**src/rtl/core/spq_pkg.sv**
```systemverilog
`timescale 1ns / 1ps
// ----------------------------------------------------------------------------
// Sorted priority queue package
// Shared entry type, request codes, status codes and the command that the
// queue controller broadcasts to every cell of the chain.
// ----------------------------------------------------------------------------
package spq_pkg;

    // Request kinds carried on the func field.
    localparam logic [1:0] FUNC_INSERT = 2'd0;
    localparam logic [1:0] FUNC_REMOVE = 2'd1;
    localparam logic [1:0] FUNC_PEEK   = 2'd2;

    // Status codes returned with every result.
    localparam logic [1:0] STATUS_OK    = 2'd0;
    localparam logic [1:0] STATUS_EMPTY = 2'd1;
    localparam logic [1:0] STATUS_FULL  = 2'd2;

    // Width of the occupancy field.
    localparam int OCC_W = 5;

    // One stored entry: data word and its priority.
    typedef struct packed {
        logic signed [31:0] value;
        logic signed [31:0] prio;
    } entry_t;

    // Command broadcast to all cells in the cycle a request is taken.
    typedef struct packed {
        logic   insert_en;
        logic   remove_en;
        entry_t new_entry;
    } cell_cmd_t;

endpackage

```
**src/rtl/core/spq_cell.sv**
```systemverilog
`timescale 1ns / 1ps
// ----------------------------------------------------------------------------
// Sorted priority queue cell
// Holds one entry of the sorted chain. On insert it compares its priority
// with the new one and either keeps its entry, takes the new entry, or takes
// its left neighbor's entry. On remove it takes its right neighbor's entry.
// ----------------------------------------------------------------------------
module spq_cell (
    input  logic               aclk,
    input  spq_pkg::cell_cmd_t cmd,
    input  logic               occupied,
    input  spq_pkg::entry_t    left_entry,
    input  logic               left_move,
    input  spq_pkg::entry_t    right_entry,
    output spq_pkg::entry_t    entry,
    output logic               move
);

    spq_pkg::entry_t entry_reg;
    spq_pkg::entry_t entry_next;

    // The entry moves right when the cell is empty or the new item goes ahead
    // of it. Equal priorities keep the older entry in front.
    assign move = !occupied || ($signed(entry_reg.prio) > $signed(cmd.new_entry.prio));

    // Pick the next content of this cell.
    always_comb begin
        entry_next = entry_reg;
        if (cmd.insert_en && move) begin
            entry_next = left_move ? left_entry : cmd.new_entry;
        end else if (cmd.remove_en) begin
            entry_next = right_entry;
        end
    end

    always_ff @(posedge aclk) begin
        entry_reg <= entry_next;
    end

    assign entry = entry_reg;

endmodule

```
**src/rtl/core/sorted_priority_queue_top.sv**
```systemverilog
// A result is registered and presented in the cycle after its request is accepted.
// Throughput: one request per cycle while m_ready stays high; every cell
// does its compare and shift in the same cycle.
// Reset clears the entry count and the result valid; stored entries are
// undefined until written and are never read beyond the entry count.
`timescale 1ns / 1ps
// ----------------------------------------------------------------------------
// Sorted priority queue top level
// A chain of compare-and-shift cells keeps entries sorted by priority,
// smallest first, oldest first among equal priorities. Remove and peek return
// the removed or head entry; each result has a status and the new occupancy.
// ----------------------------------------------------------------------------
module sorted_priority_queue_top #(
    parameter int CAPACITY = 16
) (
    input  logic               aclk,
    input  logic               aresetn,
    input  logic               s_valid,
    output logic               s_ready,
    input  logic [1:0]         s_func,
    input  logic signed [31:0] s_item_value,
    input  logic signed [31:0] s_item_priority,
    output logic               m_valid,
    input  logic               m_ready,
    output logic signed [31:0] m_out_value,
    output logic signed [31:0] m_out_priority,
    output logic [1:0]         m_status,
    output logic [4:0]         m_occupancy
);

    localparam int CW = $clog2(CAPACITY + 1);
    localparam logic [CW-1:0] CAP_COUNT = CW'(CAPACITY);

    logic [CW-1:0]              count_reg;
    logic [CW-1:0]              count_next;
    logic                       m_valid_reg;
    logic                       m_valid_next;
    logic signed [31:0]         m_value_reg;
    logic signed [31:0]         m_value_next;
    logic signed [31:0]         m_prio_reg;
    logic signed [31:0]         m_prio_next;
    logic [1:0]                 m_status_reg;
    logic [1:0]                 m_status_next;
    logic [spq_pkg::OCC_W-1:0]  m_occ_reg;
    logic [spq_pkg::OCC_W-1:0]  m_occ_next;

    logic                       accept;
    logic                       is_empty;
    logic                       is_full;
    spq_pkg::cell_cmd_t         cmd;
    spq_pkg::entry_t            cell_entry [CAPACITY];
    logic                       cell_move  [CAPACITY];

    // The output register is free when it is empty or its result is being taken.
    assign s_ready  = !m_valid_reg || m_ready;
    assign accept   = s_valid && s_ready;
    assign is_empty = (count_reg == '0);
    assign is_full  = (count_reg == CAP_COUNT);

    // Decode the request into a command for the chain.
    always_comb begin
        cmd.insert_en       = accept && (s_func == spq_pkg::FUNC_INSERT) && !is_full;
        cmd.remove_en       = accept && (s_func == spq_pkg::FUNC_REMOVE) && !is_empty;
        cmd.new_entry.value = s_item_value;
        cmd.new_entry.prio  = s_item_priority;
    end

    // The chain of cells, one entry each.
    for (genvar i = 0; i < CAPACITY; i++) begin : g_cell
        spq_pkg::entry_t left_entry;
        logic            left_move;
        spq_pkg::entry_t right_entry;

        if (i == 0) begin : g_first
            assign left_entry = '0;
            assign left_move  = 1'b0;
        end else begin : g_inner
            assign left_entry = cell_entry[i-1];
            assign left_move  = cell_move[i-1];
        end

        if (i == CAPACITY - 1) begin : g_last
            assign right_entry = '0;
        end else begin : g_body
            assign right_entry = cell_entry[i+1];
        end

        spq_cell u_cell (
            .aclk        (aclk),
            .cmd         (cmd),
            .occupied    (CW'(i) < count_reg),
            .left_entry  (left_entry),
            .left_move   (left_move),
            .right_entry (right_entry),
            .entry       (cell_entry[i]),
            .move        (cell_move[i])
        );
    end

    // Count and result for the accepted request.
    always_comb begin
        count_next    = count_reg;
        m_valid_next  = m_valid_reg;
        m_value_next  = m_value_reg;
        m_prio_next   = m_prio_reg;
        m_status_next = m_status_reg;
        m_occ_next    = m_occ_reg;

        if (m_valid_reg && m_ready) begin
            m_valid_next = 1'b0;
        end

        if (accept) begin
            m_valid_next  = 1'b1;
            m_value_next  = '0;
            m_prio_next   = '0;
            m_status_next = spq_pkg::STATUS_OK;
            case (s_func)
                spq_pkg::FUNC_INSERT: begin
                    if (is_full) begin
                        m_status_next = spq_pkg::STATUS_FULL;
                    end else begin
                        count_next = count_reg + CW'(1);
                    end
                end
                spq_pkg::FUNC_REMOVE: begin
                    if (is_empty) begin
                        m_status_next = spq_pkg::STATUS_EMPTY;
                    end else begin
                        m_value_next = cell_entry[0].value;
                        m_prio_next  = cell_entry[0].prio;
                        count_next   = count_reg - CW'(1);
                    end
                end
                default: begin
                    // Peek; the unused code also reads the head.
                    if (is_empty) begin
                        m_status_next = spq_pkg::STATUS_EMPTY;
                    end else begin
                        m_value_next = cell_entry[0].value;
                        m_prio_next  = cell_entry[0].prio;
                    end
                end
            endcase
            m_occ_next = spq_pkg::OCC_W'(count_next);
        end
    end

    // Control registers.
    always_ff @(posedge aclk) begin
        if (!aresetn) begin
            count_reg   <= '0;
            m_valid_reg <= 1'b0;
        end else begin
            count_reg   <= count_next;
            m_valid_reg <= m_valid_next;
        end
    end

    // Result payload registers.
    always_ff @(posedge aclk) begin
        m_value_reg  <= m_value_next;
        m_prio_reg   <= m_prio_next;
        m_status_reg <= m_status_next;
        m_occ_reg    <= m_occ_next;
    end

    assign m_valid        = m_valid_reg;
    assign m_out_value    = m_value_reg;
    assign m_out_priority = m_prio_reg;
    assign m_status       = m_status_reg;
    assign m_occupancy    = m_occ_reg;

endmodule
```
**config.mk**
```make
export PLATFORM = sky130hd
export DESIGN_NAME = sorted_priority_queue_top
export DESIGN_NICKNAME = d
export VERILOG_FILES = /design/src/rtl/core/spq_pkg.sv /design/src/rtl/core/spq_cell.sv /design/src/rtl/core/sorted_priority_queue_top.sv
export SDC_FILE = /design/constraint.sdc
export NUM_CORES = 2
export LEC_CHECK = 0
export BUFFER_PORTS_ARGS = -buffer_cell sky130_fd_sc_hd__buf_2
export CORE_MARGIN = 10
export CORE_UTILIZATION = 23
export CTS_CLUSTER_SIZE = 12
export DETAILED_ROUTE_END_ITERATION = 7
export PLACE_DENSITY = 0.34
export SLEW_MARGIN = 20
export SYNTH_ARGS = -nofsm -noshare
export SYNTH_HDL_FRONTEND = slang
export SYNTH_SLANG_ARGS = --single-unit
```
**constraint.sdc**
```tcl
create_clock -name aclk -period 21.4 [get_ports aclk]
set_clock_uncertainty 0.15 [all_clocks]
set_input_delay 2.14 -clock aclk [delete_from_list [all_inputs] [get_ports aclk]]
set_output_delay 2.14 -clock aclk [all_outputs]
set_load 0.1 [all_outputs]
```
Yosys cells after proc, flatten, opt, wreduce, memory -nomap -nowiden
Index checks and enable logic that the tools add are counted.
{ "word_totals": {"regBits": 1101, "inputBits": 70, "out_inout_bits": 73, "word_cells": 207} }
{ "classes": {"add_sub_neg": 2, "order_cmp": 32, "n_eq_ne": 2, "mux": 55, "n_reduce_logical": 78} }
{ "ops": {"columns": ["operator", "n"], "rows": [
  ["2-to-1 mux 64 bit", 47],
  ["> comparator 32 bit", 16],
  ["< comparator 4 x 5 -> 1 bit (first input constant)", 8],
  ["nonzero test 2 bit", 17],
  ["logical AND 1 bit", 22],
  ["< comparator 3 x 5 -> 1 bit (first input constant)", 4],
  ["logical NOT 1 bit", 19],
  ["logical OR 1 bit", 17],
  ["< comparator 1 x 5 -> 1 bit (first input constant)", 2],
  ["< comparator 2 x 5 -> 1 bit (first input constant)", 2],
  ["2-to-1 mux 5 bit", 2],
  ["one-hot mux 5 bit (2 select lines)", 1],
  ["adder 5 x 1 -> 5 bit (second input constant)", 1],
  ["equality test 5 bit (second input constant)", 1],
  ["logical NOT 5 bit", 1],
  ["subtractor 5 x 1 -> 5 bit (second input constant)", 1],
  ["2-to-1 mux 2 bit", 2],
  ["2-to-1 mux 1 bit", 3],
  ["equality test 2 x 1 -> 1 bit (second input constant)", 1],
  ["logical NOT 2 bit", 1],
  ["OR reduction 2 bit", 1]
]} }

Longest topological paths before layout
{ "depth": {"ltp_word": 7, "mapped_depth": 14, "depth_no_buf": 10} }

Hierarchy
Synthesis repeated with hierarchy kept, for this count alone.
{ "hier_totals": {"hier_cells": 6116, "area_unflattened_um2": 74491.4} }
{ "by_module_without_submodules": {"columns": ["mod", "instances", "cells_per_inst", "area_per_inst_um2", "seq_area_each_um2"], "rows": [
  ["spq_cell at g_cell[0].u_cell ...", 14, 367, 4451.8, 1921.8],
  ["spq_cell at g_cell[8].u_cell ...", 2, 365, 4446.8, 1921.8],
  ["sorted_priority_queue_top", 1, 248, 3273.1, 2252.2]
]} }

Least setup slack after synthesis
Ideal clock, no wire load.
{ "synth_timing": {"path_type": "input to register", "startpoint": "in m_ready", "endpoint": "reg g_cell[14].u_cell.entry_reg, in the netlist g_cell[14].u_cell.entry[0] (enable)", "arrival_time_ns": 9.443, "required_time_ns": 20.676, "slack_ns": 11.233, "cell_stages": 7, "path_cell_list": "nand2b_1 -> and2_1 -> buf_2 -> nand2_1 -> buf_2 -> clkbuf_1 -> o21ai_0"} }
{ "synth_via": {"elab_chain_len": 6, "elab_cells_between_ends": 8, "cone_classes": "reduce/logical: 8"} }
{ "synth_lines": {"columns": ["item", "line", "rtl"], "rows": [
  ["from (decl)", "sorted_priority_queue_top.sv:24", "input logic m_ready,"],
  ["logical OR 1 bit *", "sorted_priority_queue_top.sv:55", "assign s_ready = !m_valid_reg || m_ready;"],
  ["logical AND 1 bit *", "sorted_priority_queue_top.sv:56", "assign accept = s_valid && s_ready;"],
  ["net accept", "sorted_priority_queue_top.sv:47", "logic accept;"],
  ["logical AND 1 bit (2 in series)", "sorted_priority_queue_top.sv:62", "cmd.insert_en = accept && (s_func == spq_pkg::FUNC_INSERT) && !is_full;"],
  ["logical AND 1 bit", "spq_cell.sv:29", "if (cmd.insert_en && move) begin"],
  ["nonzero test 2 bit (no source line) *", null, null],
  ["to (signal assigned)", "spq_cell.sv:37", "entry_reg <= entry_next;"],
  ["to (decl)", "spq_cell.sv:19", "spq_pkg::entry_t entry_reg;"]
]} }
The timed path passes the listed nets; every way through them passes the cells marked *.
A chain may end at the register's enable or synchronous reset.

Worst setup path in the final report
{ "layout_timing": {"startpoint": "in s_item_priority[31]", "endpoint": "reg g_cell[15].u_cell.entry_reg, in the netlist g_cell[15].u_cell.entry[21], data pin"} }
{ "layout_via": {"elab_chain_len": 4, "elab_cells_between_ends": 7, "cone_classes": "order compare: 2; mux: 2; reduce/logical: 3"} }
{ "layout_lines": {"columns": ["item", "line", "rtl"], "rows": [
  ["from (decl)", "sorted_priority_queue_top.sv:22", "input logic signed [31:0] s_item_priority,"],
  ["> comparator 32 bit", "spq_cell.sv:24", "assign move = !occupied || ($signed(entry_reg.prio) > $signed(cmd.new_entry.prio));"],
  ["logical OR 1 bit", "spq_cell.sv:24", null],
  ["2-to-1 mux 64 bit / logical AND 1 bit (equally long branches)", "spq_cell.sv:30, spq_cell.sv:29", null],
  ["2-to-1 mux 64 bit *", "spq_cell.sv:29", null],
  ["to (signal assigned)", "spq_cell.sv:37", null],
  ["to (decl)", "spq_cell.sv:19", null]
]} }
Every way passes the cells marked *; elsewhere a longest branch is shown, timed or not.

==> metrics.md <==
| Metric | Value |
|---|---|
| Hold wc startpoint | `g_cell[8].u_cell.entry[37]` |
| Final min period | `7.568 ns` |
| CP Launch Type | `primary input` |
| Pleak | `29.72 nW` |
| WL final | `298700 um` |
| Commonest cells in the netlist | `edfxtp_1 (1095), mux2i_1 (833), a21oi_1 (729)` |
| Top FF cell, synth | `edfxtp_1` |
| RSZ-0062 raised after global routing | `no` |
| Fraction of final layout cells with drive strength greater than 1 | `9.356%` |
| Fin. Hold Viols | `0` |
| Number of enable flip-flop cells after synthesis | `1095` |
| WS Path Type | `in2reg` |
| PD cells | `77.76 nW/um^2` |
| Switching power total | `0.001702 W` |
| Post-layout power | `0.005874 W` |
| Number of global-route vias before repair | `50299` |
| H-tree Lvls | `4` |
| #FFs+latches synth | `1101` |
| Die height | `555.4 um` |
| CP max-delay cell | `o31a_2` |
| Crit end category | `register` |
| Post_cts resized | `0` |
| Routed vias | `50172` |
| Drt first pass iters | `6` |
| Post-CTS Setup Bufs | `0` |
| Max Buffers Root-to-Sink | `4` |
| Tcrit/Tclk final | `35.36%` |
| Num CTS Buffers | `159` |
| Warnings from Yosys | `0` |
| CP cell instances | `buf_2 > inv_1 > ha_1 > a21oi_1 > o21ai_0 > a211o_1 > a221oi_1 > o211a_1 > o31a_2 > buf_4 > buf_4 > mux2i_1 > nor2_1` |
| Most instantiated library cell after synthesis | `edfxtp_1` |
| Reg-to-reg startpoint | `count_reg[1]` |
| CTS Sinks | `1101` |
| Rows | `196` |
| Tightest Pin Transition | `1.219 ns` |
| Status | `completed` |
| Post-synth cell types | `84` |
| Area leader, netlist | `edfxtp_1` |
| Top cell by count, worst path | `buf_4` |
| CTS tree | `yes` |
| Vias per inst | `5.025` |
| Max-cap viol count | `0` |
| Syn avg cell area | `10.80 um^2` |
| Final setup viols | `0` |
| Critical Path Start | `s_item_priority[31]` |
| Fillers | `30028` |
| Peak VDD IR | `0.00005393 V` |
| Die X | `555.4 um` |
| GPL Wtd Cong | `0.8550` |
| Largest net degree at the start of global routing | `130` |
| WL/cell | `29.92 um` |
| Worst EP arrival | `7.94 ns` |
| Worst path bufs/invs | `4` |
| Net Count, Synth | `6688` |
| Worst-path clk slew | `0.06 ns` |
| Final setup margin | `13.83 ns` |
| Core box area | `285200 um^2` |
| Hold Buf Count CTS | `0` |
| Syn Inst Count | `6103` |
| Initial antenna violation count | `39` |
| Die area | `308500 um^2` |
| Clock power share | `43.3%` |
| Post-DP HPWL | `196700 um` |
| GRT overflow | `0` |
| Flop-to-flop setup slack | `15.53 ns` |
| Register share of total power | `43.9%` |
| Placement Setup Slack | `13.03 ns` |
| Starting DRT DRC Count | `4157` |
| Final net count | `6682` |
| Max reg flops | `1024` |
| WP data required | `21.77 ns` |
| Sequential share of the synthesized area | `50.05%` |
| First-pass GRT wire length | `414200 um` |
| Final ANT Viol Nets | `0` |
| Reg2reg end | `g_cell[10].u_cell.entry[21]` |
| Worst-path maximum fanout | `25` |
| CTS root buf | `clkbuf_16` |
| Hold Crit Endpoint | `g_cell[7].u_cell.entry[37]` |
| Total GRT Usage | `18.63%` |
| Initial Util | `23.12%` |
| Slew HR | `17.99%` |
| DRC Markers | `0` |
| Top-area cell type share of the netlist area | `49.87%` |
| Post-synth ARST share | `0%` |
| Area Growth Syn to Fin | `14.55%` |
| Int Power | `0.004171 W` |
| Share of power burned in combinational logic | `12.8%` |
| Fin. max-slew vios | `0` |
| Setup TNS | `0 ns` |
| Reg2Reg Depth | `9` |
| Ranking of synthesized cells by area | `edfxtp_1 (50%), mux2i_1 (13%), ha_1 (9.8%)` |
| Port-buffer cells | `142` |
| Worst-skew pair later-pin latency | `0.87 ns` |
| Switching part of the total power | `28.98%` |
| CP top delay family | `compound AO/OA/AOI/OAI gates` |
| Peak Freq | `132.1 MHz` |
| Max stage delay on crit path | `0.80 ns` |
| Num ports | `143` |
| Hold path cells | `2` |
| Hold crit path type | `reg2reg` |
| Mapped Area | `65940 um^2` |
kinds of logic after synthesis:
kind of cell	synth area share (%)
adder cells (fa/ha/maj)	9.772
XOR/XNOR	0.02657
AND/OR/NAND/NOR	10.48
AO/OA/AOI/OAI	12.40
buffers and inverters	3.480
flip-flops	50.05
multiplexers	13.79
power by group through the flow:
stage                     Clock (W)  Sequential (W)  Combinational (W)
final                       0.00255         0.00258           0.000750
after detailed placement          0         0.00262           0.000754
after floorplan                   0         0.00265           0.000396
after CTS                   0.00263         0.00258           0.000756
after global placement            0         0.00262           0.000746
after global routing        0.00270         0.00259           0.000817
final cells by class:
class	instances	area (um^2)	area share (%)
Antenna cell	12	30.03	0.03975
Clock buffer	205	4255	5.633
Clock inverter	69	511.7	0.6775
Inverter	70	262.8	0.3478
Multi-Input combinational cell	4519	31110	41.19
Sequential cell	1101	33000	43.69
Tap cell	3762	4707	6.231
Timing Repair Buffer	246	1655	2.191
placed cells by master, fill, tap and decap left out, drive strengths merged, types with 57 or more instances in the layout:
cell type,n
o21ai,523
clkbuf,205
edfxtp,1095
mux2i,833
inv,75
nand2,567
nor2,698
buf,246
and2,67
a31oi,69
ha,515
clkinv,57
nand4,98
mux2,67
a21oi,730
per-stage QoR:
step / instance area (um^2) / utilization (%) / hold slack, ns / instances
4_1_cts: 75450 / 26.45 / 0.3823 / 9970
3_3_place_gp: 70590 / 24.75 / 0.3622 / 9692
3_5_place_dp: 70680 / 24.78 / 0.3744 / 9696
6_report: 75540 / 26.48 / 0.3771 / 9984
5_1_grt: 75520 / 26.48 / 0.4247 / 9977
2_1_floorplan: 65940 / - / 0.3712 / 6103
worst max-delay path by stage:
| stage | to | cells past startpoint | slack, ns |
|---|---|---|---|
| 6_report | g_cell[15].u_cell.entry[21] | 13 | 13.83 |
| 5_1_grt | g_cell[15].u_cell.entry[23] | 13 | 13.78 |
| 4_1_cts | g_cell[15].u_cell.entry[24] | 13 | 13.92 |
| 3_5_place_dp | g_cell[15].u_cell.entry[47] | 13 | 13.03 |
| 3_3_place_gp | g_cell[8].u_cell.entry[54] | 11 | 12.83 |
| 2_1_floorplan | g_cell[14].u_cell.entry[0] | 7 | 11.23 |
worst min-delay path: cells and delay by family, from the launching register on:
| kind | cells | cell delay [ns] |
|---|---|---|
| and+or+nand+nor | 1 | 0.05 |
| AOI/OAI and AO/OA | 1 | 0.08 |
| DFF | 1 | 0.34 |
routing by layer:
metal	global-route usage, %	share of wire, %	up-vias
met3	2.271	4.8	379
met1	25.40	46	25575
met2	31.03	47	1485
met4	5.218	3.1	6
li1	-	-	22727
met5	0	0.010	-
Note: power is estimated with default switching activity, not from simulation.
